$ cat config.mk
export PLATFORM = sky130hd
export DESIGN_NAME = pmp_fifo
export DESIGN_NICKNAME = d
export VERILOG_FILES = /design/src/hdl/pmp_fifo.sv
export SDC_FILE = /design/constraint.sdc
export NUM_CORES = 1
export LEC_CHECK = 0
export BUFFER_PORTS_ARGS = -buffer_cell sky130_fd_sc_hd__buf_4
export CAP_MARGIN = 20
export CELL_PAD_IN_SITES_DETAIL_PLACEMENT = 1
export CELL_PAD_IN_SITES_GLOBAL_PLACEMENT = 1
export CORE_MARGIN = 2
export CORE_UTILIZATION = 45
export CTS_CLUSTER_DIAMETER = 150
export CTS_CLUSTER_SIZE = 16
export DETAILED_ROUTE_END_ITERATION = 8
export PLACE_DENSITY_LB_ADDON = 0.1
export SKIP_LAST_GASP = 1
export SLEW_MARGIN = 5
export SYNTH_ARGS = -nofsm -noshare
export SYNTH_HDL_FRONTEND = slang
export SYNTH_SLANG_ARGS = --single-unit
$ cat constraint.sdc
create_clock -name clock -period 4.4 [get_ports clock]
set_clock_uncertainty 0.15 [all_clocks]
set_input_delay 1.32 -clock clock [delete_from_list [all_inputs] [get_ports clock]]
set_output_delay 1.32 -clock clock [all_outputs]
set_load 0.005 [all_outputs]
$ cat src/hdl/pmp_fifo.sv
`timescale 1ns / 1ps
// Small register-based word queue with occupancy count.
// No package dependencies.
module pmp_fifo #(
   parameter int WIDTH = 8,
   parameter int DEPTH = 4
) (
   input  logic                           clock,
   input  logic                           reset,
   input  logic                           push,
   input  logic [WIDTH-1:0]               wr_data,
   input  logic                           pop,
   output logic [WIDTH-1:0]               rd_data,
   output logic                           full,
   output logic                           empty,
   output logic [$clog2(DEPTH+1)-1:0]     count
);

   localparam int PTR_W = (DEPTH > 1) ? $clog2(DEPTH) : 1;
   localparam int CNT_W = $clog2(DEPTH+1);
   localparam logic [PTR_W-1:0] PTR_LAST = PTR_W'(DEPTH - 1);

   logic [WIDTH-1:0] mem_ff [DEPTH];
   logic [PTR_W-1:0] wr_ptr_ff, wr_ptr_in;
   logic [PTR_W-1:0] rd_ptr_ff, rd_ptr_in;
   logic [CNT_W-1:0] count_ff, count_in;
   logic             do_push, do_pop;

   assign full    = (count_ff == CNT_W'(DEPTH));
   assign empty   = (count_ff == '0);
   assign count   = count_ff;
   assign rd_data = mem_ff[rd_ptr_ff];
   assign do_push = push && !full;
   assign do_pop  = pop && !empty;

   always_comb begin
      wr_ptr_in = wr_ptr_ff;
      rd_ptr_in = rd_ptr_ff;
      count_in  = count_ff;
      if (do_push) begin
         wr_ptr_in = (wr_ptr_ff == PTR_LAST) ? '0 : wr_ptr_ff + 1'b1;
      end
      if (do_pop) begin
         rd_ptr_in = (rd_ptr_ff == PTR_LAST) ? '0 : rd_ptr_ff + 1'b1;
      end
      if (do_push && !do_pop) begin
         count_in = count_ff + 1'b1;
      end else if (do_pop && !do_push) begin
         count_in = count_ff - 1'b1;
      end
   end

   always_ff @(posedge clock) begin
      if (reset) begin
         wr_ptr_ff <= '0;
         rd_ptr_ff <= '0;
         count_ff  <= '0;
      end else begin
         wr_ptr_ff <= wr_ptr_in;
         rd_ptr_ff <= rd_ptr_in;
         count_ff  <= count_in;
      end
   end

   always_ff @(posedge clock) begin
      if (do_push) begin
         mem_ff[wr_ptr_ff] <= wr_data;
      end
   end

endmodule

==> results.json, run 1 <==
{
  "status": "completed",
  "slowest_delay_ns": 0.68,
  "synthCells": 92,
  "place.gp.congestion": 0.693,
  "fmax_mhz": 310,
  "holdBufCountCts": 0,
  "clockBufferDepth": 2,
  "start_kind": "register",
  "syn_to_final_growth_pct": 17.6,
  "antenna_found_initial": 0,
  "portBuffers": 24,
  "dr.pass1.iters": 4,
  "layoutNonFillerInstCount": 166,
  "clockRootBuffer": "clkbuf_4",
  "r2r_slack_ns": 1.79,
  "slowest_stage": "dfxtp_1",
  "finalMaxSlewViolations": 0,
  "yosys.area_share.simple_pct": 5.70,
  "n_antenna_cell": 0,
  "dp_cells": 158,
  "hold_viol": 0,
  "drive_above_1_share_pct": 39.2,
  "cts_max_level": 2,
  "synth.avg_cell_area_um2": 17.9,
  "synth_area_um2": 1650,
  "design_area_um2": 1930,
  "synth_compound_area_share_pct": 3.04,
  "worst_slew_pin_slew_ns": 0.543,
  "maxCapViolCount": 0,
  "synth_cell_types": 26,
  "cts_sinks": 41,
  "final_cell_mix": "edfxtp_1, buf_4, dfxtp_1",
  "drt_iter0_drc": 24,
  "regArea_um2": 1140,
  "yosys_warnings": 0,
  "worstPathMaxFanout": 8,
  "cts_tree": "yes",
  "cp_data_required_time_ns": 2.93,
  "fp.dieH_um": 64.5,
  "powerDensity_nw_per_um2": 528,
  "cts_buffers": 5,
  "layout_commonest_cell": "edfxtp_1",
  "clock_latency_ns": 0.33,
  "path_cells": "mux4_2 -> buf_4",
  "vias": 866,
  "core_um2": 3420,
  "grt_usage_pct": 15.7,
  "fillers": 337,
  "dpl.hpwl_um": 1960,
  "crit_path_end_kind": "output port",
  "multi_input_area_um2": 457,
  "die_w_um": 64.5,
  "post-route-period-util_pct": 73.3,
  "path_clk_slew_ns": 0.11,
  "ant_nets": 0,
  "period_minus_slack_ns": 3.22,
  "finalSetupViolations": 0,
  "synth-seq-area-share_pct": 69.4,
  "ys_ff_latch": 41,
  "hold_class": "register to register",
  "die_area_um2": 4160,
  "synthAdderAreaFrac_pct": 5.78,
  "fp-row-count": 21,
  "grt_pass1_wl_um": 4740,
  "synth_top_family_by_area": "multiplexers",
  "grt_max_degree": 13,
  "wl_um": 2760,
  "hold-worst-slack_ns": 0.360,
  "irDropWorstVdd_uv": 231,
  "synth-xor-area-share_pct": 1.06,
  "grt_pass1_vias": 946,
  "rsz0062_at_grt": "no",
  "tns_ns": 0,
  "max_slew_margin_pct": 63.7,
  "syn-num-nets": 111,
  "fin_nets": 138,
  "cp_data_arrival_time_ns": 1.75,
  "floorplan.initialDensity_pct": 48.2,
  "postCtsSetupRepairBufs": 0,
  "total_power_w": 0.00102,
  "cts.repair.resized": 0,
  "viasPerCell": 5.22,
  "muxShareOfSynthArea_pct": 12.2,
  "grt_remaining_overflow": 0,
  "drc_errors": 0,
  "wl_per_cell_um": 16.6,
  "io_pins": 25,
  "p_leak_nw": 0.719,
  "post_dp_cell_area_um2": 1860,
  "worstSetupPathType": "register to output port"
}
==> registers in the layout (all words and copies together), names as in the netlist, named ones only <==
signal and flops:
wr_ptr_ff 2, rd_ptr_ff 2, mem_ff 32, count 3
==> logic make-up (layout without fill, tap and decap cells) <==
logic type / Yosys count / after routing
flops: 41 / 41
fa+ha+maj: 7 / 7
simple gates: 16 / 16
mux: 10 / 10
compound gates: 7 / 7
xor+xnor: 2 / 2
buf+inv: 9 / 37
==> per-stage QoR <==
| stage | utilization (%) | worst slack [ns] |
|---|---|---|
| CTS | 56.6 | 1.10 |
| finish | 56.6 | 1.18 |
| detailed placement | 54.4 | 1.21 |
| floorplan | - | 1.43 |
| global route | 56.6 | 1.04 |
| global placement | 54.4 | 1.26 |
==> report_power, final <==
group          internal [W]  leakage [nW]  switching (W)
logic              0.000158         0.312       0.000109
registers          0.000472         0.367      0.0000513
clock network      0.000118        0.0399       0.000112
==> worst paths after layout <==
| kind | end | cells past startpoint | from |
|---|---|---|---|
| max reg2reg | count[2] | 9 | count[0] |
| min | register | 2 | rd_ptr_ff[0] |
| max | rd_data[3] | 2 | register |
| min reg2reg | register | 2 | rd_ptr_ff[0] |
==> per-layer routing <==
| layer | global-route usage, % | wire, µm | vias up |
|---|---|---|---|
| met1 | 19.9 | 1180 | 428 |
| met5 | 0 | 0 | - |
| met4 | 6.38 | 37 | 0 |
| li1 | - | - | 405 |
| met3 | 3.65 | 140 | 4 |
| met2 | 26.3 | 1400 | 29 |
==> critical path: cells and delay by family, from the launching register on <==
kind | cells | cell delay (ns)
buffers and inverters | 1 | 0.15
DFF | 1 | 0.68
muxes | 1 | 0.59
==> synth_stat cells <==
library cell	instances	area share (%)
fa_1	1	1.2
buf_2	1	0.30
nor3_1	2	0.61
nand3_1	2	0.61
mux2i_1	2	1.2
clkbuf_1	1	0.23
ha_1	6	4.6
or3b_1	1	0.53
xor2_1	2	1.1
buf_1	1	0.23
o21ai_0	1	0.30
nor2_1	3	0.68
buf_6	1	0.68
inv_1	4	0.91
nor2_2	1	0.38
edfxtp_1	32	58
or3_2	1	0.46
or3_1	1	0.38
o31ai_2	2	1.5
dfxtp_1	9	11
nand2_1	1	0.23
o21ai_1	1	0.30
mux4_2	8	11
and3_2	4	1.8
clkinv_4	1	0.53
a21oi_1	3	0.91
==> area by class of cell <==
class                   instances  area share [%]
flip-flops and latches         41            59.0
repair buffers                 24            9.31
inverters                       5            1.23
multi-input cells              42            23.6
clock buffers                   6            2.13
clock inverters                 2            1.75
well taps                      46            2.98
No activity file was read; power rests on OpenSTA's default activity.
==> run 2, diff against run 1 <==
--- a/config.mk
+++ b/config.mk
@@ -10,7 +10,7 @@
 export CELL_PAD_IN_SITES_DETAIL_PLACEMENT = 1
 export CELL_PAD_IN_SITES_GLOBAL_PLACEMENT = 1
 export CORE_MARGIN = 2
-export CORE_UTILIZATION = 45
+export CORE_UTILIZATION = 42
 export CTS_CLUSTER_DIAMETER = 150
 export CTS_CLUSTER_SIZE = 16
 export DETAILED_ROUTE_END_ITERATION = 8
==> constraint.sdc (replaced) <==
create_clock -name clock -period 2.66 [get_ports clock]
set_clock_uncertainty 0.15 [all_clocks]
set_input_delay 0.798 -clock clock [delete_from_list [all_inputs] [get_ports clock]]
set_output_delay 0.798 -clock clock [all_outputs]
set_load 0.005 [all_outputs]
==> run 2 against run 1 <==
Effect of this change: register-to-register slack worse by 1.6 ns; clock power up 60%; sequential share of layout area down 0.98 points; sequential power up 58%; power up 66%; cell count up 3.0%; global-route usage down 1.6 points; non-clock buffer count up 3; design area up 1.7%; critical path depth up 6; combinational power up 88%; critical endpoint is now count[2]; highest routed layer unchanged.
==> results.json, run 2 (synthesis gave the netlist of run 1 again) <==
{
  "antenna_found_initial": 0,
  "largest_register_ffs": 32,
  "worst_r2r_path_depth": 8,
  "clockBufferDepth": 2,
  "slowest_stage": "or3_2",
  "core_um2": 3720,
  "slowest_delay_ns": 0.41,
  "crit_family": "adder cells",
  "critical_path_cell_count": 8,
  "cp_data_required_time_ns": 2.72,
  "powerDensity_nw_per_um2": 864,
  "die_w_um": 66.6,
  "tns_ns": 0,
  "die_area_um2": 4430,
  "worstSetupPathType": "register to register",
  "ant_nets": 0,
  "cts_buffers": 5,
  "dpl.hpwl_um": 1900,
  "drive_above_1_share_pct": 40.7,
  "wl_per_cell_um": 15.6,
  "worst_slew_pin_slew_ns": 0.383,
  "top_register": "mem_ff",
  "place_ws_ns": -0.0270,
  "total_power_w": 0.00170,
  "drt_iter0_drc": 21,
  "place.gp.congestion": 0.731,
  "viasPerCell": 5.04,
  "status": "completed",
  "drc_errors": 0,
  "dr.pass1.iters": 4,
  "clock_latency_ns": 0.28,
  "endpoint": "count[2]",
  "crit_path_end_kind": "register",
  "fmax_mhz": 404,
  "fin_nets": 141,
  "worstPathMaxFanout": 5,
  "rsz0062_at_grt": "no",
  "finalMaxSlewViolations": 0,
  "holdBufCountCts": 0,
  "clockRootBuffer": "clkbuf_8",
  "r2r-start": "count[1]",
  "fin_ws_ns": 0.183,
  "cp_data_arrival_time_ns": 2.53,
  "irDropWorstVdd_uv": 426,
  "r2r_slack_ns": 0.18,
  "n_antenna_cell": 0,
  "fillers": 376,
  "fp.dieH_um": 66.6,
  "io_pins": 25,
  "cts_max_level": 2,
  "floorplan.initialDensity_pct": 44.3,
  "hold_viol": 0,
  "cts_sinks": 41,
  "postCtsSetupRepairBufs": 0,
  "crit_buf_inv": 2,
  "grt_pass1_wl_um": 4390,
  "path_cells": "buf_4 -> o31ai_2 -> ha_1 -> inv_1 -> fa_1 -> xor2_1 -> or3_2 -> a21oi_1",
  "syn_to_final_growth_pct": 19.5,
  "cts_tree": "yes",
  "finalSetupViolations": 0,
  "vias": 861,
  "p_leak_nw": 0.736,
  "layout_commonest_cell": "edfxtp_1",
  "grt_remaining_overflow": 0,
  "hold_class": "register to register",
  "maxCapViolCount": 0,
  "final_cell_mix": "edfxtp_1, buf_4, dfxtp_1",
  "wl_um": 2660,
  "grt_max_degree": 12,
  "grt_pass1_vias": 909,
  "period_minus_slack_ns": 2.48,
  "max_slew_margin_pct": 74.4,
  "post-route-period-util_pct": 93.1,
  "start_kind": "register",
  "grt_usage_pct": 14.1,
  "crit_path_start": "count[1]",
  "rr_endpoint": "count[2]",
  "fp-row-count": 22,
  "portBuffers": 24,
  "path_clk_slew_ns": 0.07
}
==> run 2: how the worst min path moves through the flow <==
stage	cells past startpoint	slack, ns	end	from
finish	2	0.37	rd_ptr_ff[0]	rd_ptr_ff[0]
global route	2	0.41	register	rd_ptr_ff[0]
CTS	2	0.38	register	rd_ptr_ff[0]
detailed placement	2	0.34	rd_ptr_ff[0]	rd_ptr_ff[0]
global placement	2	0.34	rd_ptr_ff[0]	rd_ptr_ff[0]
floorplan	2	0.31	register	rd_ptr_ff[0]
==> run 2: report_power, final <==
part | total (W) | internal (W) | switching (W)
sequential | 0.000828 | 0.000782 | 0.0000462
clock | 0.000370 | 0.000186 | 0.000184
combinational | 0.000501 | 0.000282 | 0.000219
total | 0.00170 | 0.00125 | 0.000448
==> run 2: worst min-delay path, stage by stage, from the launching register on <==
cell and delay [ns]:
dfxtp_1 0.33, nand2_1 0.06, a21oi_1 0.08
==> run 2: per-layer routing <==
metal	wire [µm]	global-route usage, %	up-vias	part of all wire [%]
met5	0	0	-	0
met4	29	4.59	0	1.1
met3	121	4.39	4	4.5
met2	1400	24.5	20	53
met1	1110	16.5	426	42
li1	-	-	411	-
==> run 2: repair_timing <==
action                                  CTS  global route
endpoints found under the setup margin    0             1
resized for setup                         0             1
hold endpoints to repair                  0             0
==> run 2: area by class of cell <==
class                           instances  area, µm²  share of cell area [%]
Sequential cell                        41       1140                    58.0
Clock buffer                            8       80.1                    4.07
Timing Repair Buffer                   27        203                    10.3
Multi-Input combinational cell         42        459                    23.3
Inverter                                5       23.8                    1.21
Tap cell                               48       60.1                    3.05
==> run 2: per-stage QoR <==
stage / hold slack, ns / cell area (µm²) / std cells / util, %
CTS: 0.382 / 1960 / 171 / 52.9
floorplan: 0.313 / 1650 / 92 / -
finish: 0.373 / 1970 / 171 / 52.9
global placement: 0.338 / 1880 / 163 / 50.7
global route: 0.408 / 1970 / 171 / 52.9
detailed placement: 0.343 / 1880 / 163 / 50.7
