$ cat config.mk
export PLATFORM = sky130hd
export DESIGN_NAME = pmp_front
export DESIGN_NICKNAME = d
export VERILOG_FILES = /design/src/hdl/pmp_pkg.sv /design/src/hdl/pmp_front.sv
export SDC_FILE = /design/constraint.sdc
export NUM_CORES = 1
export LEC_CHECK = 0
export BUFFER_PORTS_ARGS = -buffer_cell sky130_fd_sc_hd__buf_4
export CORE_AREA = 2 2 232 234
export DETAILED_ROUTE_END_ITERATION = 10
export DIE_AREA = 0 0 234 236
export PLACE_DENSITY = 0.42
export SYNTH_ARGS = -nofsm -noshare
export SYNTH_HDL_FRONTEND = slang
export SYNTH_SLANG_ARGS = --single-unit
$ cat constraint.sdc
create_clock -name clock -period 24 [get_ports clock]
set_clock_uncertainty 0.05 [all_clocks]
set_input_delay 6 -clock clock [delete_from_list [all_inputs] [get_ports clock]]
set_output_delay 6 -clock clock [all_outputs]
set_load 0.02 [all_outputs]
$ cat src/hdl/pmp_pkg.sv
`timescale 1ns / 1ps
// Shared types, constants and saturation helper for the particle motion predict unit.
// No dependencies.
package pmp_pkg;

   localparam int FIELD_W  = 24;
   localparam int COEF_W   = 18;
   localparam int NUM_REGS = 7;
   localparam int ADDR_W   = 5;
   localparam int DATA_W   = 32;
   localparam int IDX_W    = 3;
   localparam int PROD_W   = 43;
   localparam int SUM_W    = 44;
   localparam int WIDE_W   = 28;
   localparam int FRAC_W   = 16;

   localparam logic [1:0] MODEL_STAT  = 2'd0;
   localparam logic [1:0] MODEL_VEL   = 2'd1;
   localparam logic [1:0] MODEL_ACCEL = 2'd2;
   localparam logic [1:0] MODEL_NONE  = 2'd3;

   localparam logic [IDX_W-1:0] REG_STAT_DAMP  = 3'd0;
   localparam logic [IDX_W-1:0] REG_STAT_GAIN  = 3'd1;
   localparam logic [IDX_W-1:0] REG_VEL_DAMP   = 3'd2;
   localparam logic [IDX_W-1:0] REG_VEL_GAIN   = 3'd3;
   localparam logic [IDX_W-1:0] REG_ACCEL_DAMP = 3'd4;
   localparam logic [IDX_W-1:0] REG_ACCEL_GAIN = 3'd5;
   localparam logic [IDX_W-1:0] REG_TIME_STEP  = 3'd6;

   localparam logic [COEF_W-1:0] ONE_Q16  = 18'd65536;
   localparam logic [COEF_W-1:0] ZERO_Q16 = 18'd0;

   localparam logic signed [WIDE_W-1:0] SAT_HI = 28'sd8388607;
   localparam logic signed [WIDE_W-1:0] SAT_LO = -28'sd8388608;

   typedef struct packed {
      logic [1:0]                model_code;
      logic signed [FIELD_W-1:0] pos_x;
      logic signed [FIELD_W-1:0] pos_y;
      logic signed [FIELD_W-1:0] pos_z;
      logic signed [FIELD_W-1:0] vel_x;
      logic signed [FIELD_W-1:0] vel_y;
      logic signed [FIELD_W-1:0] vel_z;
      logic signed [FIELD_W-1:0] noise_x;
      logic signed [FIELD_W-1:0] noise_y;
      logic signed [FIELD_W-1:0] noise_z;
      logic                      last_particle;
   } req_type;

   typedef struct packed {
      logic signed [FIELD_W-1:0] new_pos_x;
      logic signed [FIELD_W-1:0] new_pos_y;
      logic signed [FIELD_W-1:0] new_pos_z;
      logic signed [FIELD_W-1:0] new_vel_x;
      logic signed [FIELD_W-1:0] new_vel_y;
      logic signed [FIELD_W-1:0] new_vel_z;
      logic                      clipped;
      logic                      last_out;
   } rsp_type;

   typedef struct packed {
      logic [COEF_W-1:0] stat_damp;
      logic [COEF_W-1:0] stat_gain;
      logic [COEF_W-1:0] vel_damp;
      logic [COEF_W-1:0] vel_gain;
      logic [COEF_W-1:0] accel_damp;
      logic [COEF_W-1:0] accel_gain;
      logic [COEF_W-1:0] time_step;
   } cfg_type;

   localparam cfg_type CFG_RESET = '{
      stat_damp:  ONE_Q16,
      stat_gain:  ZERO_Q16,
      vel_damp:   ONE_Q16,
      vel_gain:   ZERO_Q16,
      accel_damp: ONE_Q16,
      accel_gain: ZERO_Q16,
      time_step:  ZERO_Q16
   };

   // classified word: coefficients already picked by model code
   typedef struct packed {
      logic [COEF_W-1:0]         damp;
      logic [COEF_W-1:0]         gain;
      logic signed [FIELD_W-1:0] pos_x;
      logic signed [FIELD_W-1:0] pos_y;
      logic signed [FIELD_W-1:0] pos_z;
      logic signed [FIELD_W-1:0] vel_x;
      logic signed [FIELD_W-1:0] vel_y;
      logic signed [FIELD_W-1:0] vel_z;
      logic signed [FIELD_W-1:0] noise_x;
      logic signed [FIELD_W-1:0] noise_y;
      logic signed [FIELD_W-1:0] noise_z;
      logic                      last_particle;
   } work_type;

   // returns {clip, saturated Q8.16 value}
   function automatic logic [FIELD_W:0] sat_q24(input logic signed [WIDE_W-1:0] v);
      logic [FIELD_W:0] r;
      if (v > SAT_HI) begin
         r = {1'b1, SAT_HI[FIELD_W-1:0]};
      end else if (v < SAT_LO) begin
         r = {1'b1, SAT_LO[FIELD_W-1:0]};
      end else begin
         r = {1'b0, v[FIELD_W-1:0]};
      end
      return r;
   endfunction

endpackage

$ cat src/hdl/pmp_front.sv
`timescale 1ns / 1ps
// Front end: takes request words, picks damping and gain by model code, feeds the queue.
// Depends on pmp_pkg.
module pmp_front (
   input  logic                clock,
   input  logic                reset,
   input  logic                push,
   output logic                full,
   input  pmp_pkg::req_type    req_data,
   input  pmp_pkg::cfg_type    cfg,
   input  logic                mid_full,
   output logic                mid_push,
   output pmp_pkg::work_type   mid_data
);

   logic                       valid_ff, valid_in;
   pmp_pkg::work_type          work_ff, work_in;
   logic                       accept;
   logic [pmp_pkg::COEF_W-1:0] damp, gain;

   assign mid_push = valid_ff && !mid_full;
   assign full     = valid_ff && mid_full;
   assign accept   = push && !full;
   assign mid_data = work_ff;

   always_comb begin
      unique case (req_data.model_code)
         pmp_pkg::MODEL_STAT: begin
            damp = cfg.stat_damp;
            gain = cfg.stat_gain;
         end
         pmp_pkg::MODEL_VEL: begin
            damp = cfg.vel_damp;
            gain = cfg.vel_gain;
         end
         pmp_pkg::MODEL_ACCEL: begin
            damp = cfg.accel_damp;
            gain = cfg.accel_gain;
         end
         pmp_pkg::MODEL_NONE: begin
            damp = pmp_pkg::ONE_Q16;
            gain = pmp_pkg::ZERO_Q16;
         end
      endcase
   end

   always_comb begin
      work_in               = work_ff;
      work_in.damp          = damp;
      work_in.gain          = gain;
      work_in.pos_x         = req_data.pos_x;
      work_in.pos_y         = req_data.pos_y;
      work_in.pos_z         = req_data.pos_z;
      work_in.vel_x         = req_data.vel_x;
      work_in.vel_y         = req_data.vel_y;
      work_in.vel_z         = req_data.vel_z;
      work_in.noise_x       = req_data.noise_x;
      work_in.noise_y       = req_data.noise_y;
      work_in.noise_z       = req_data.noise_z;
      work_in.last_particle = req_data.last_particle;
      if (accept) begin
         valid_in = 1'b1;
      end else if (mid_push) begin
         valid_in = 1'b0;
      end else begin
         valid_in = valid_ff;
      end
   end

   always_ff @(posedge clock) begin
      if (reset) begin
         valid_ff <= 1'b0;
      end else begin
         valid_ff <= valid_in;
      end
   end

   always_ff @(posedge clock) begin
      if (accept) begin
         work_ff <= work_in;
      end
   end

endmodule

==> out/qor.yml, run 1 <==
outcome: "finished clean"
fmax_mhz: 79.8
final_nets: 1304
synthTopCellsByArea: "edfxtp_1 (90%), mux2i_1 (4.4%), o2bb2ai_1 (3.6%)"
cts.clk_slew.worst_paths_ps: 60
drc: 0
cts_resized: 0
fill_cells: 5501
arrival_ps: 6470
fp.dieW_um: 234
start_kind: "input pin"
layout-drive-gt1-share: 0.654
finalSetupViolations: 0
antenna_found_initial: 5
root_buffer: "clkbuf_16"
hold_end: "valid_ff"
rsz0062_at_grt: "false"
timing_worst_setup_path_type: "in -> out"
synth-seq-cells: 254
ff2ff_path_depth: 5
vias: 5768
cts_buffers: 30
ctsHoldBuffers: 0
min_from: "valid_ff"
coreArea_um2: 53100
hold_depth: 2
r2r-end: "mid_data[123]"
worst_pin_slew_ps: 926
drt.antenna.violating_nets: 0
vdd_drop_max_uv: 46.8
cts_tree: "done"
yosysSeqAreaShare: 0.902
end_kind: "primary output"
syn_avg_cell_area_um2: 24.5
synth_top_cell_by_area: "edfxtp_1"
syn_area_um2: 8450
fp-row-count: 85
p_per_area_nw_per_um2: 76.7
grt_max_degree: 73
via_per_inst: 3.45
slew_viol_final: 0
cts_buffer_depth: 3
fin_crit_ps: 12520
grt_overflow: 0
r2r-start: "valid_ff"
relSlewSlack: 0.383
insertion_delay_ps: 560
finalCritPeriodShare: 0.522
crit_fanout: 3
syn-num-nets: 694
critPathRequiredTime_ps: 17950
synth_cells: 345
maxCapViolCount: 0
grt_usage: 0.0957
initial_core_util: 0.159
ff2ff_setup_slack_ps: 20680
hold_class: "reg -> reg"
dpl_worst_slack_ps: 11470
yosysUniqueCellTypes: 11
setup_slack_ps: 11480
finalSetupTns_ps: 0
numClockSinks: 254
syn_to_final_growth_pct: 73.1
drtIter0Drc: 179
diodes: 0
leakagePower_nw: 6.07
cts_setup_buffers: 0
pin_count: 604
first_pass_iters: 4
avgRoutedWirePerCell_um: 17.0
dp_hpwl_mm: 22.2
routabilityCongestion: 0.720
wl_mm: 28.5
hold_viol_final: 0
grt_pass1_vias: 6066
die_height_um: 236
die_area_um2: 55200
synth_top_area_share: 0.900
worst_hold_slack_ps: 461
synth_warnings: 0
port-buffer-count: 585
grt_pass1_wl_mm: 39.1
cts-htree-levels: 1
cell usage in the layout, fill, tap and decap left out:
cell type	Yosys	final
dfxtp_1	1	1
and2b_1	1	1
a21oi_1	1	1
clkinv_4	0	1
nor2_1	2	2
and2_1	1	1
bufinv_16	0	3
nor2b_1	2	1
edfxtp_1	253	253
mux2i_1	37	37
nor2b_4	0	1
clkbuf_16	0	31
clkinv_2	0	8
buf_4	0	590
clkinvlp_4	0	6
clkinv_1	0	6
o2bb2ai_1	35	35
cells by family (layout without fill, tap and decap cells):
kind of cell / after synthesis / count (layout) / share of synthesized area
flip-flops: 254 / 254 / 0.902
multiplexers: 37 / 37 / 0.0439
AO/OA/AOI/OAI: 36 / 36 / 0.0369
buffers and inverters: 12 / 645 / 0.0133
AND/OR/NAND/NOR: 6 / 6 / 0.00400
metal layers:
metal | track usage | part of all wire | vias to the layer above
met1 | 0.0969 | 0.33 | 2714
met4 | 0.0322 | 0.027 | 8
li1 | - | - | 2643
met5 | 0 | 0.0023 | -
met2 | 0.169 | 0.50 | 351
met3 | 0.0476 | 0.14 | 52
cell type report:
class                   count  area, um2  area share
clock inverters            24        206      0.0141
flip-flops and latches    254       7620       0.521
well taps                 696        871      0.0596
repair buffers            590       4430       0.303
multi-input cells          79        723      0.0495
clock buffers              31        776      0.0531
per-stage QoR:
stage / utilization / power (mW) / instance area (um2) / cells
after detailed placement: 0.257 / 0.684 / 13600 / 1619
after global placement: 0.257 / 0.683 / 13600 / 1619
after CTS: 0.276 / 1.15 / 14600 / 1674
after floorplan: - / 0.601 / 8450 / 345
final: 0.276 / 1.12 / 14600 / 1674
after global routing: 0.276 / 1.17 / 14600 / 1674
flip-flops by register name, summed over array words and instances, names as in the netlist:
| register | flops |
|---|---|
| mid_data | 253 |
| valid_ff | 1 |
report_power, final:
part           switching, mW  internal [mW]
Clock                  0.185          0.266
Sequential           0.00751          0.522
Combinational         0.0715         0.0698
Total                  0.264          0.857
worst max path at each step:
stage / from / endpoint / slack, ps / depth (start not counted)
after floorplan: mid_full / mid_data[0] / 5760 / 2
after global placement: mid_full / full / 11470 / 3
after detailed placement: mid_full / full / 11470 / 3
after CTS: mid_full / full / 11470 / 3
after global routing: mid_full / full / 11450 / 3
final: mid_full / full / 11480 / 3
worst max-delay path, stage by stage:
cell and delay (ps):
buf_4 130, and2_1 180, buf_4 160
synth_stat cells, drive strengths merged:
library cell / count
edfxtp: 253
nor2: 2
o2bb2ai: 35
nor2b: 2
dfxtp: 1
mux2i: 37
a21oi: 1
clkbuf: 3
buf: 9
and2: 1
and2b: 1
No activity file was read; power rests on OpenSTA's default activity.
==> inputs of run 2 (changes only) <==
--- a/config.mk
+++ b/config.mk
@@ -6,9 +6,9 @@
 export NUM_CORES = 1
 export LEC_CHECK = 0
 export BUFFER_PORTS_ARGS = -buffer_cell sky130_fd_sc_hd__buf_4
-export CORE_AREA = 2 2 232 234
+export CORE_AREA = 2 2 234 236
 export DETAILED_ROUTE_END_ITERATION = 10
-export DIE_AREA = 0 0 234 236
+export DIE_AREA = 0 0 236 238
 export PLACE_DENSITY = 0.42
 export SYNTH_ARGS = -nofsm -noshare
 export SYNTH_HDL_FRONTEND = slang
==> constraint.sdc (replaced) <==
create_clock -name clock -period 12.7 [get_ports clock]
set_clock_uncertainty 0.05 [all_clocks]
set_input_delay 3.175 -clock clock [delete_from_list [all_inputs] [get_ports clock]]
set_output_delay 3.175 -clock clock [all_outputs]
set_load 0.02 [all_outputs]
==> out/qor.yml, run 2 (synthesis gave the netlist of run 1 again) <==
dp_hpwl_mm: 23.9  # +7.7%
arrival_ps: 3650  # -2820 ps
p_per_area_nw_per_um2: 147  # +92%
die_height_um: 238  # +0.85%
hold_class: "reg -> reg"
grt_pass1_vias: 6050  # -0.26%
largest_register_ffs: 253  # unchanged
first_pass_iters: 4  # unchanged
grt_max_degree: 70  # -4.1%
final_common_cell: "buf_4"
outcome: "finished clean"
cts_tree: "done"
via_per_inst: 3.46  # +0.42%
cp-startpoint: "mid_full"
crit_fanout: 3  # unchanged
fmax_mhz: 145
start_kind: "input pin"
fp.dieW_um: 236  # +0.85%
insertion_delay_ps: 520  # -40 ps
grt_usage: 0.105  # +0.00889
vdd_drop_max_uv: 71.9  # +54%
stdcell_area_um2: 14700  # +0.30%
cts_buffer_depth: 3  # unchanged
die_area_um2: 56200  # +1.7%
diodes: 0  # unchanged
layout_common_cells: "buf_4 (590), edfxtp_1 (253), mux2i_1 (37)"
coreArea_um2: 53500  # +0.80%
port-buffer-count: 585  # unchanged
maxCapViolCount: 0  # unchanged
drc: 0  # unchanged
root_buffer: "clkbuf_16"
fin_crit_ps: 6880
min_from: "valid_ff"
rsz0062_at_grt: "false"
post_dp_cell_area_um2: 13600  # unchanged
initial_core_util: 0.158  # -0.00127
timing_worst_setup_path_type: "in -> out"
worst_pin_slew_ps: 956  # +30.2 ps
cts-htree-levels: 2  # +1
relSlewSlack: 0.363  # -0.0202
routabilityCongestion: 0.799  # +11%
cts_buffers: 34  # +13%
wl_mm: 30.8  # +8.0%
power_mw: 2.16  # +92%
finalNonFillerCells: 1678  # +0.24%
pin_count: 604  # unchanged
finalSetupTns_ps: 0  # unchanged
finalSetupViolations: 0  # unchanged
grt_overflow: 0  # unchanged
drtIter0Drc: 173  # -3.4%
grt_pass1_wl_mm: 42.2  # +7.9%
critPathRequiredTime_ps: 9470  # -8480 ps
drt.antenna.violating_nets: 0  # unchanged
vias: 5806  # +0.66%
avgRoutedWirePerCell_um: 18.3  # +7.8%
end_kind: "primary output"
cts_setup_buffers: 0  # unchanged
numClockSinks: 254  # unchanged
dp_cells: 1619  # unchanged
hold_viol_final: 0  # unchanged
cts.clk_slew.worst_paths_ps: 60  # about the same
layout-drive-gt1-share: 0.650  # -0.00470
cts_resized: 0  # unchanged
finalCritPeriodShare: 0.542
syn_to_final_growth_pct: 73.7
r2r-start: "valid_ff"
ctsHoldBuffers: 0  # unchanged
slew_viol_final: 0  # unchanged
leakagePower_nw: 6.10  # +0.48%
final_nets: 1308  # +0.31%
fp-row-count: 85  # unchanged
antenna_found_initial: 5  # unchanged
run 2: final cells by class:
cell class	count	area [um2]
flip-flops and latches	254	7620
fillers	5499	38800
well taps	696	871
multi-input cells	79	723
clock inverters	17	124
repair buffers	590	4430
clock buffers	42	902
run 2: routing by layer:
layer,global-route usage,routed length (um),part of all wire,up-vias
met5,0,47,0.0015,-
li1,-,-,-,2653
met1,0.107,10600,0.34,2740
met2,0.188,16100,0.52,352
met4,0.0324,652,0.021,8
met3,0.0515,3440,0.11,53
run 2: worst paths after layout:
check,endpoint,slack [ps],depth (start not counted)
setup / recovery,full,5820,3
hold / removal,valid_ff,440,2
setup reg to reg,mid_data[8],9990,4
hold reg to reg,valid_ff,440,2
run 2: report_power, final:
group / switching (mW) / internal (mW)
Sequential: 0.0156 / 0.987
Combinational: 0.138 / 0.132
Clock: 0.358 / 0.526
Total: 0.511 / 1.64
run 2: metrics by stage:
stage	hold slack, ps	setup slack [ps]	util
floorplan	407	2170	-
global placement	460	5830	0.255
detailed placement	431	5820	0.255
CTS	445	5820	0.274
global route	463	5810	0.274
finish	440	5820	0.274
run 2: critical path, stage by stage:
cell and delay, ps:
buf_4 120, and2_1 190, buf_4 170
