===== config.mk =====
export PLATFORM = sky130hd
export DESIGN_NAME = pmp_csr
export DESIGN_NICKNAME = d
export VERILOG_FILES = /design/src/hdl/pmp_pkg.sv /design/src/hdl/pmp_csr.sv
export SDC_FILE = /design/constraint.sdc
export NUM_CORES = 1
export LEC_CHECK = 0
export ABC_AREA = 0
export BUFFER_PORTS_ARGS = -buffer_cell sky130_fd_sc_hd__buf_2
export CAP_MARGIN = 15
export CORE_MARGIN = 3
export CORE_UTILIZATION = 55
export CTS_CLUSTER_SIZE = 12
export DETAILED_ROUTE_END_ITERATION = 10
export GPL_TIMING_DRIVEN = 0
export PLACE_DENSITY = 0.95
export SYNTH_ARGS = -nofsm -noshare
export SYNTH_HDL_FRONTEND = slang
export SYNTH_SLANG_ARGS = --single-unit

===== constraint.sdc =====
create_clock -name clock -period 2.65 [get_ports clock]
set_input_delay 0.265 -clock clock [delete_from_list [all_inputs] [get_ports clock]]
set_output_delay 0.265 -clock clock [all_outputs]
set_load 0.02 [all_outputs]

===== src/hdl/pmp_pkg.sv =====
`timescale 1ns / 1ps
// Shared types, constants and saturation helper for the particle motion predict unit.
// No dependencies.
package pmp_pkg;

   localparam int FIELD_W  = 24;
   localparam int COEF_W   = 18;
   localparam int NUM_REGS = 7;
   localparam int ADDR_W   = 5;
   localparam int DATA_W   = 32;
   localparam int IDX_W    = 3;
   localparam int PROD_W   = 43;
   localparam int SUM_W    = 44;
   localparam int WIDE_W   = 28;
   localparam int FRAC_W   = 16;

   localparam logic [1:0] MODEL_STAT  = 2'd0;
   localparam logic [1:0] MODEL_VEL   = 2'd1;
   localparam logic [1:0] MODEL_ACCEL = 2'd2;
   localparam logic [1:0] MODEL_NONE  = 2'd3;

   localparam logic [IDX_W-1:0] REG_STAT_DAMP  = 3'd0;
   localparam logic [IDX_W-1:0] REG_STAT_GAIN  = 3'd1;
   localparam logic [IDX_W-1:0] REG_VEL_DAMP   = 3'd2;
   localparam logic [IDX_W-1:0] REG_VEL_GAIN   = 3'd3;
   localparam logic [IDX_W-1:0] REG_ACCEL_DAMP = 3'd4;
   localparam logic [IDX_W-1:0] REG_ACCEL_GAIN = 3'd5;
   localparam logic [IDX_W-1:0] REG_TIME_STEP  = 3'd6;

   localparam logic [COEF_W-1:0] ONE_Q16  = 18'd65536;
   localparam logic [COEF_W-1:0] ZERO_Q16 = 18'd0;

   localparam logic signed [WIDE_W-1:0] SAT_HI = 28'sd8388607;
   localparam logic signed [WIDE_W-1:0] SAT_LO = -28'sd8388608;

   typedef struct packed {
      logic [1:0]                model_code;
      logic signed [FIELD_W-1:0] pos_x;
      logic signed [FIELD_W-1:0] pos_y;
      logic signed [FIELD_W-1:0] pos_z;
      logic signed [FIELD_W-1:0] vel_x;
      logic signed [FIELD_W-1:0] vel_y;
      logic signed [FIELD_W-1:0] vel_z;
      logic signed [FIELD_W-1:0] noise_x;
      logic signed [FIELD_W-1:0] noise_y;
      logic signed [FIELD_W-1:0] noise_z;
      logic                      last_particle;
   } req_type;

   typedef struct packed {
      logic signed [FIELD_W-1:0] new_pos_x;
      logic signed [FIELD_W-1:0] new_pos_y;
      logic signed [FIELD_W-1:0] new_pos_z;
      logic signed [FIELD_W-1:0] new_vel_x;
      logic signed [FIELD_W-1:0] new_vel_y;
      logic signed [FIELD_W-1:0] new_vel_z;
      logic                      clipped;
      logic                      last_out;
   } rsp_type;

   typedef struct packed {
      logic [COEF_W-1:0] stat_damp;
      logic [COEF_W-1:0] stat_gain;
      logic [COEF_W-1:0] vel_damp;
      logic [COEF_W-1:0] vel_gain;
      logic [COEF_W-1:0] accel_damp;
      logic [COEF_W-1:0] accel_gain;
      logic [COEF_W-1:0] time_step;
   } cfg_type;

   localparam cfg_type CFG_RESET = '{
      stat_damp:  ONE_Q16,
      stat_gain:  ZERO_Q16,
      vel_damp:   ONE_Q16,
      vel_gain:   ZERO_Q16,
      accel_damp: ONE_Q16,
      accel_gain: ZERO_Q16,
      time_step:  ZERO_Q16
   };

   // classified word: coefficients already picked by model code
   typedef struct packed {
      logic [COEF_W-1:0]         damp;
      logic [COEF_W-1:0]         gain;
      logic signed [FIELD_W-1:0] pos_x;
      logic signed [FIELD_W-1:0] pos_y;
      logic signed [FIELD_W-1:0] pos_z;
      logic signed [FIELD_W-1:0] vel_x;
      logic signed [FIELD_W-1:0] vel_y;
      logic signed [FIELD_W-1:0] vel_z;
      logic signed [FIELD_W-1:0] noise_x;
      logic signed [FIELD_W-1:0] noise_y;
      logic signed [FIELD_W-1:0] noise_z;
      logic                      last_particle;
   } work_type;

   // returns {clip, saturated Q8.16 value}
   function automatic logic [FIELD_W:0] sat_q24(input logic signed [WIDE_W-1:0] v);
      logic [FIELD_W:0] r;
      if (v > SAT_HI) begin
         r = {1'b1, SAT_HI[FIELD_W-1:0]};
      end else if (v < SAT_LO) begin
         r = {1'b1, SAT_LO[FIELD_W-1:0]};
      end else begin
         r = {1'b0, v[FIELD_W-1:0]};
      end
      return r;
   endfunction

endpackage


===== src/hdl/pmp_csr.sv =====
`timescale 1ns / 1ps
// APB-style configuration registers: motion model coefficients and time step.
// Depends on pmp_pkg.
module pmp_csr (
   input  logic                         clock,
   input  logic                         reset,
   input  logic                         psel,
   input  logic                         penable,
   input  logic                         pwrite,
   input  logic [pmp_pkg::ADDR_W-1:0]   paddr,
   input  logic [pmp_pkg::DATA_W-1:0]   pwdata,
   output logic [pmp_pkg::DATA_W-1:0]   prdata,
   output logic                         pready,
   output pmp_pkg::cfg_type             cfg
);

   pmp_pkg::cfg_type               cfg_ff, cfg_in;
   logic [pmp_pkg::IDX_W-1:0]      idx;
   logic [pmp_pkg::COEF_W-1:0]     wval;
   logic [pmp_pkg::COEF_W-1:0]     rval;
   logic                           wr_en;

   assign pready = 1'b1;
   assign cfg    = cfg_ff;
   assign idx    = paddr[pmp_pkg::ADDR_W-1:2];
   assign wval   = pwdata[pmp_pkg::COEF_W-1:0];
   assign wr_en  = psel && penable && pwrite && pready;
   assign prdata = {{(pmp_pkg::DATA_W-pmp_pkg::COEF_W){1'b0}}, rval};

   always_comb begin
      cfg_in = cfg_ff;
      if (wr_en) begin
         unique case (idx)
            pmp_pkg::REG_STAT_DAMP:  cfg_in.stat_damp  = wval;
            pmp_pkg::REG_STAT_GAIN:  cfg_in.stat_gain  = wval;
            pmp_pkg::REG_VEL_DAMP:   cfg_in.vel_damp   = wval;
            pmp_pkg::REG_VEL_GAIN:   cfg_in.vel_gain   = wval;
            pmp_pkg::REG_ACCEL_DAMP: cfg_in.accel_damp = wval;
            pmp_pkg::REG_ACCEL_GAIN: cfg_in.accel_gain = wval;
            pmp_pkg::REG_TIME_STEP:  cfg_in.time_step  = wval;
            default: ;
         endcase
      end
   end

   always_comb begin
      unique case (idx)
         pmp_pkg::REG_STAT_DAMP:  rval = cfg_ff.stat_damp;
         pmp_pkg::REG_STAT_GAIN:  rval = cfg_ff.stat_gain;
         pmp_pkg::REG_VEL_DAMP:   rval = cfg_ff.vel_damp;
         pmp_pkg::REG_VEL_GAIN:   rval = cfg_ff.vel_gain;
         pmp_pkg::REG_ACCEL_DAMP: rval = cfg_ff.accel_damp;
         pmp_pkg::REG_ACCEL_GAIN: rval = cfg_ff.accel_gain;
         pmp_pkg::REG_TIME_STEP:  rval = cfg_ff.time_step;
         default:                 rval = '0;
      endcase
   end

   always_ff @(posedge clock) begin
      if (reset) begin
         cfg_ff <= pmp_pkg::CFG_RESET;
      end else begin
         cfg_ff <= cfg_in;
      end
   end

endmodule


==> results of run 1 <==
## metrics by stage
step,power (µW),area [µm²]
final,4799,7812
after global placement,2336,7191
after CTS,4758,7812
after global routing,4878,7812
after floorplan,2218,6185
after detailed placement,2348,7191
## report_power, final
part / internal [µW] / switching (µW)
combinational: 148 / 259
clock: 1600 / 874
sequential: 1910 / 13.0
## cell type report
| type | instances | area, µm² |
|---|---|---|
| multi-input combinational | 400 | 3254 |
| fill | 666 | 2789 |
| tap | 136 | 170.2 |
| inverter | 11 | 41.29 |
| clock buffer | 21 | 459.2 |
| timing repair buffer | 167 | 835.8 |
| sequential | 126 | 2522 |
| clock inverter | 11 | 162.7 |
| buffer | 60 | 366.6 |
## layer usage
metal / global-route usage, % / routed length [µm] / vias up / share of wire [%]
li1: - / - / 2402 / -
met1: 38.93 / 7856 / 2654 / 36
met2: 55.48 / 10150 / 516 / 46
met3: 10.11 / 2642 / 142 / 12
met4: 24.49 / 1460 / 0 / 6.6
met5: 0 / 0 / - / 0
## layout by cell type (no fill, tap or decap), types with 6 or more instances in the layout
cell type,instances
buf_2,175
mux2i_1,165
nand2b_1,142
dfxtp_1,126
buf_4,23
clkbuf_1,21
clkbuf_16,16
conb_1,15
inv_1,11
o221a_1,11
a221oi_1,11
mux2_1,7
a32oi_1,7
nand2_1,7
nor2_1,6
a2bb2oi_1,6
o211ai_1,6
buf_6,6
## how the worst max path moves through the flow
| stage | end | slack [ns] | depth (start not counted) |
|---|---|---|---|
| after floorplan | prdata[0] | 0.84 | 5 |
| after global placement | prdata[7] | 0.53 | 6 |
| after detailed placement | prdata[7] | 0.51 | 6 |
| after CTS | prdata[0] | 0.49 | 6 |
| after global routing | prdata[7] | 0.27 | 6 |
| final | prdata[0] | 0.37 | 6 |
## cells by family after synthesis
logic type / Yosys count / share of synthesized area, %
buffers and inverters: 71 / 6.648
AND/OR/NAND/NOR: 169 / 17.25
AO/OA/AOI/OAI: 42 / 6.301
multiplexers: 174 / 28.57
flip-flops: 126 / 41.11
other: 2 / 0.1224
## worst reg2reg max path, stage by stage, from the launching register on
cell,delay (ns)
dfxtp_1,0.40
nand2b_1,0.08
mux2i_1,0.23
==> metrics.yaml, run 1 <==
sta:
  skew_ns: 0
  holdWs_ns: 0.1121
  finalSetupViolCount: 0
  finalMaxSlewViolations: 0
  hold_violations: 0
  setup_slack_ns: 0.3746
  max_freq_ghz: 0.4395
  fin_crit_ns: 2.275
  rsz0062_at_grt: "no"
  worst_pin_slew_ns: 0.8614
  fin_crit_sh_pct: 85.86
  finalSetupTns_ns: 0
  slew_headroom_pct: 42.57
synthesis:
  yosysSeqAreaShare_pct: 41.11
  synthArstFlopShare_pct: 0
  synth_area_leaders: "dfxtp_1, mux2i_1, nand2b_1"
  syn_area_per_cell_um2: 10.51
  synth_edf_count: 0
  yosysTopAreaCell: "dfxtp_1"
  netlist_instances: 584
  synth_common_cells: "mux2i_1, nand2b_1, dfxtp_1"
  yosysMostFrequentCell: "mux2i_1"
  synth_top_area_share_pct: 41.11
  synth_area_mm2: 0.006136
  yosysWarningCount: 0
  yosys_register_bits: 126
  synth_cell_types: 29
  synth_flop_cell: "dfxtp_1"
min_path:
  min_to: "cfg[124]"
  hold_class: "in -> reg"
  whs_path_depth: 3
  hold_path.startpoint: "pwdata[16]"
pwr:
  power.density_mw_per_mm2: 614.2
  ir_drop_mv: 0.3765
  p_leak_uw: 0.004192
worst_setup_path:
  crit_start: "paddr[4]"
  max_stage_delay_ns: 0.69
  cpLargestDelayFamily: "buffers and inverters"
  path_cells: "buf_2, buf_2, buf_1, o221a_1, a221oi_1, buf_2"
  reg2reg_depth: 2
  worstPathRequired_ns: 2.38
  r2r-end: "cfg[36]"
  path_class: "in -> out"
  crit_top_cell: "buf_2"
  slowest_stage: "buf_1"
  cp-start-kind: "primary input"
  endpoint_kind: "primary output"
  crit_arrival_ns: 2.01
  rr_startpoint: "cfg[36]"
  crit_fanout: 10
  r2r_setup_slack_ns: 1.84
  critPathBufInv: 4
grt:
  grt_pass1_wl_um: 33210
  grt.total_usage_pct: 34.45
  antenna_found_initial: 0
  grt_pass1_vias: 6089
  grt_overflow: 0
  grt_start_max_net_pins: 17
clock_network:
  cts_num_sinks: 126
  cts-root-buf: "clkbuf_8"
  postCtsSetupBuffers: 0
  holdBufCountCts: 0
  clk_pin_slew_worst_paths_ns: 0.06
  h-tree-depth: 4
  clock_latency_ns: 0.53
  cts-buffers-inserted: 17
  cts_tree: "done"
  cts_resized: 0
  clk_path_buf_depth: 2
placed_design:
  dp_hpwl_um: 14150
  post-place-cells: 900
  dp_slack_ns: 0.5068
  gp_congestion: 0.9443
  portBuffers: 167
final_layout:
  antenna_cells: 0
  largest_register_ff_count: 126
  final_util_pct: 73.69
  area_growth_pct: 27.32
  instances_no_fill: 932
  finalNetCount: 825
  drive_gt1_share_pct: 30.53
floorplanning:
  core_area_mm2: 0.01060
  start_util_pct: 57.88
  die_y_um: 111.6
  die-width_um: 111.6
  io_pins: 201
  fp.dieArea_mm2: 0.01246
  std_cell_rows: 37
route:
  drtIter0Drc: 626
  wire_per_inst_um: 23.72
  routed_wl_um: 22110
  drtPass1Iterations: 5
  vias: 5714
  drtAntennaViolNets: 0
  via_per_inst: 6.131
  route.detailed.drc: 0
flow_run:
  max_cap_viol_count: 0
run_status:
  status: "finished, final reports clean"
No activity file was read; power rests on OpenSTA's default activity.
==> run 2, diff against run 1 <==
--- a/config.mk
+++ b/config.mk
@@ -14,6 +14,7 @@
 export DETAILED_ROUTE_END_ITERATION = 10
 export GPL_TIMING_DRIVEN = 0
 export PLACE_DENSITY = 0.95
+export SETUP_SLACK_MARGIN = 0.4
 export SYNTH_ARGS = -nofsm -noshare
 export SYNTH_HDL_FRONTEND = slang
 export SYNTH_SLANG_ARGS = --single-unit
==> metrics.yaml, run 2 (synthesized netlist as in run 1, its figures left out) <==
grt:
  grt_overflow: 0
  grtUsageMet3_pct: 10.11
  grt_pass1_wl_um: 33210
  antenna_found_initial: 0
  grt_pass1_vias: 6089
  met1_usage_pct: 38.93
  use_met2_pct: 55.48
  grt_start_max_net_pins: 17
  grt-busiest-layer: "met2"
  grt.total_usage_pct: 34.45
sta:
  hold_violations: 0
  rsz0062_at_grt: "no"
  fin_crit_sh_pct: 84.77
  skew_ns: 0
  fin_crit_ns: 2.246
  max_freq_ghz: 0.4452
  finalSetupViolCount: 0
  finalMaxSlewViolations: 0
  worst_pin_slew_ns: 0.8237
  slew_headroom_pct: 45.09
  finalSetupTns_ns: 0
floorplanning:
  std_cell_rows: 37
  fp.dieArea_mm2: 0.01246
  die-width_um: 111.6
  io_pins: 201
  die_y_um: 111.6
  start_util_pct: 57.88
  core_area_mm2: 0.01060
clock_network:
  clk_pin_slew_worst_paths_ns: 0.06
  h-tree-depth: 4
  cts_resized: 0
  cts_num_sinks: 126
  postCtsSetupBuffers: 0
  cts_tree: "done"
  cts-root-buf: "clkbuf_8"
  cts-buffers-inserted: 17
  holdBufCountCts: 0
  clock_latency_ns: 0.54
  clk_path_buf_depth: 2
worst_setup_path:
  critPathBufInv: 3
  slowest_stage: "o221a_1"
  crit_arrival_ns: 1.98
  path_cells: "buf_2, nand2b_1, clkbuf_1, o221a_1, a221oi_1, buf_2"
  crit_start: "paddr[3]"
  cp-start-kind: "primary input"
  rr_startpoint: "cfg[36]"
  endpoint_kind: "primary output"
  worstPathRequired_ns: 2.38
  cpLargestDelayFamily: "buffers and inverters"
  crit_fanout: 10
  path_class: "in -> out"
  max_stage_delay_ns: 0.40
  crit_top_cell: "buf_2"
placed_design:
  gp_congestion: 0.9443
  dp_hpwl_um: 14150
  post-place-cells: 900
  portBuffers: 167
  dpl-instance-area_mm2: 0.007191
route:
  wire_per_inst_um: 23.71
  drtAntennaViolNets: 0
  vias: 5768
  via_per_inst: 6.189
  drtPass1Iterations: 7
  drtIter0Drc: 662
  route.detailed.drc: 0
  routed_wl_um: 22090
final_layout:
  instances_no_fill: 932
  antenna_cells: 0
  largest_register_ff_count: 126
  area_growth_pct: 27.37
  finalNetCount: 825
  layout_common_cells: "buf_2, mux2i_1, nand2b_1, dfxtp_1, buf_4"
  stdcell_area_mm2: 0.007815
  drive_gt1_share_pct: 30.78
  layout_commonest_cell: "buf_2"
run_status:
  status: "finished, final reports clean"
flow_run:
  max_cap_viol_count: 0
pwr:
  p_leak_uw: 0.004198
  ir_drop_mv: 0.3769
  power.density_mw_per_mm2: 614.1
min_path:
  hold_class: "in -> reg"
  hold_path.startpoint: "pwdata[16]"
## run 2: final timing paths
path | end | slack [ns] | cells past startpoint
setup / recovery | prdata[0] | 0.40 | 6
hold / removal | cfg[124] | 0.11 | 3
setup reg to reg | cfg[36] | 1.85 | 2
hold reg to reg | cfg[96] | 0.49 | 2
## run 2: worst register-to-register path, cell delays in order, from the launching register on
cell and delay (ns):
dfxtp_1 0.40, nand2b_1 0.09, mux2i_1 0.23
## run 2: area by class of cell
type | count | area (µm²)
multi-input combinational | 400 | 3254
fill | 666 | 2786
sequential | 126 | 2522
timing repair buffer | 167 | 835.8
clock buffer | 21 | 459.2
buffer | 60 | 369.1
tap | 136 | 170.2
clock inverter | 11 | 162.7
inverter | 11 | 41.29
## run 2: routing by layer
metal	routed length, µm	share of wire (%)
met1	7976	36
met2	10120	46
met3	2501	11
met4	1492	6.8
met5	0	0
## run 2: power by group
part / internal (µW) / switching, µW
combinational: 148 / 259
sequential: 1910 / 13.0
clock: 1600 / 874
## run 2: through the flow
step                hold slack (ns)  total power [µW]  worst slack [ns]  utilization [%]
floorplan                    0.4458              2218            0.8399                -
CTS                         0.08746              4758            0.4919            73.69
global placement             0.4709              2336            0.5329            67.83
detailed placement           0.4814              2348            0.5068            67.83
global route                 0.1470              4878            0.4265            73.72
finish                       0.1080              4799            0.4037            73.72
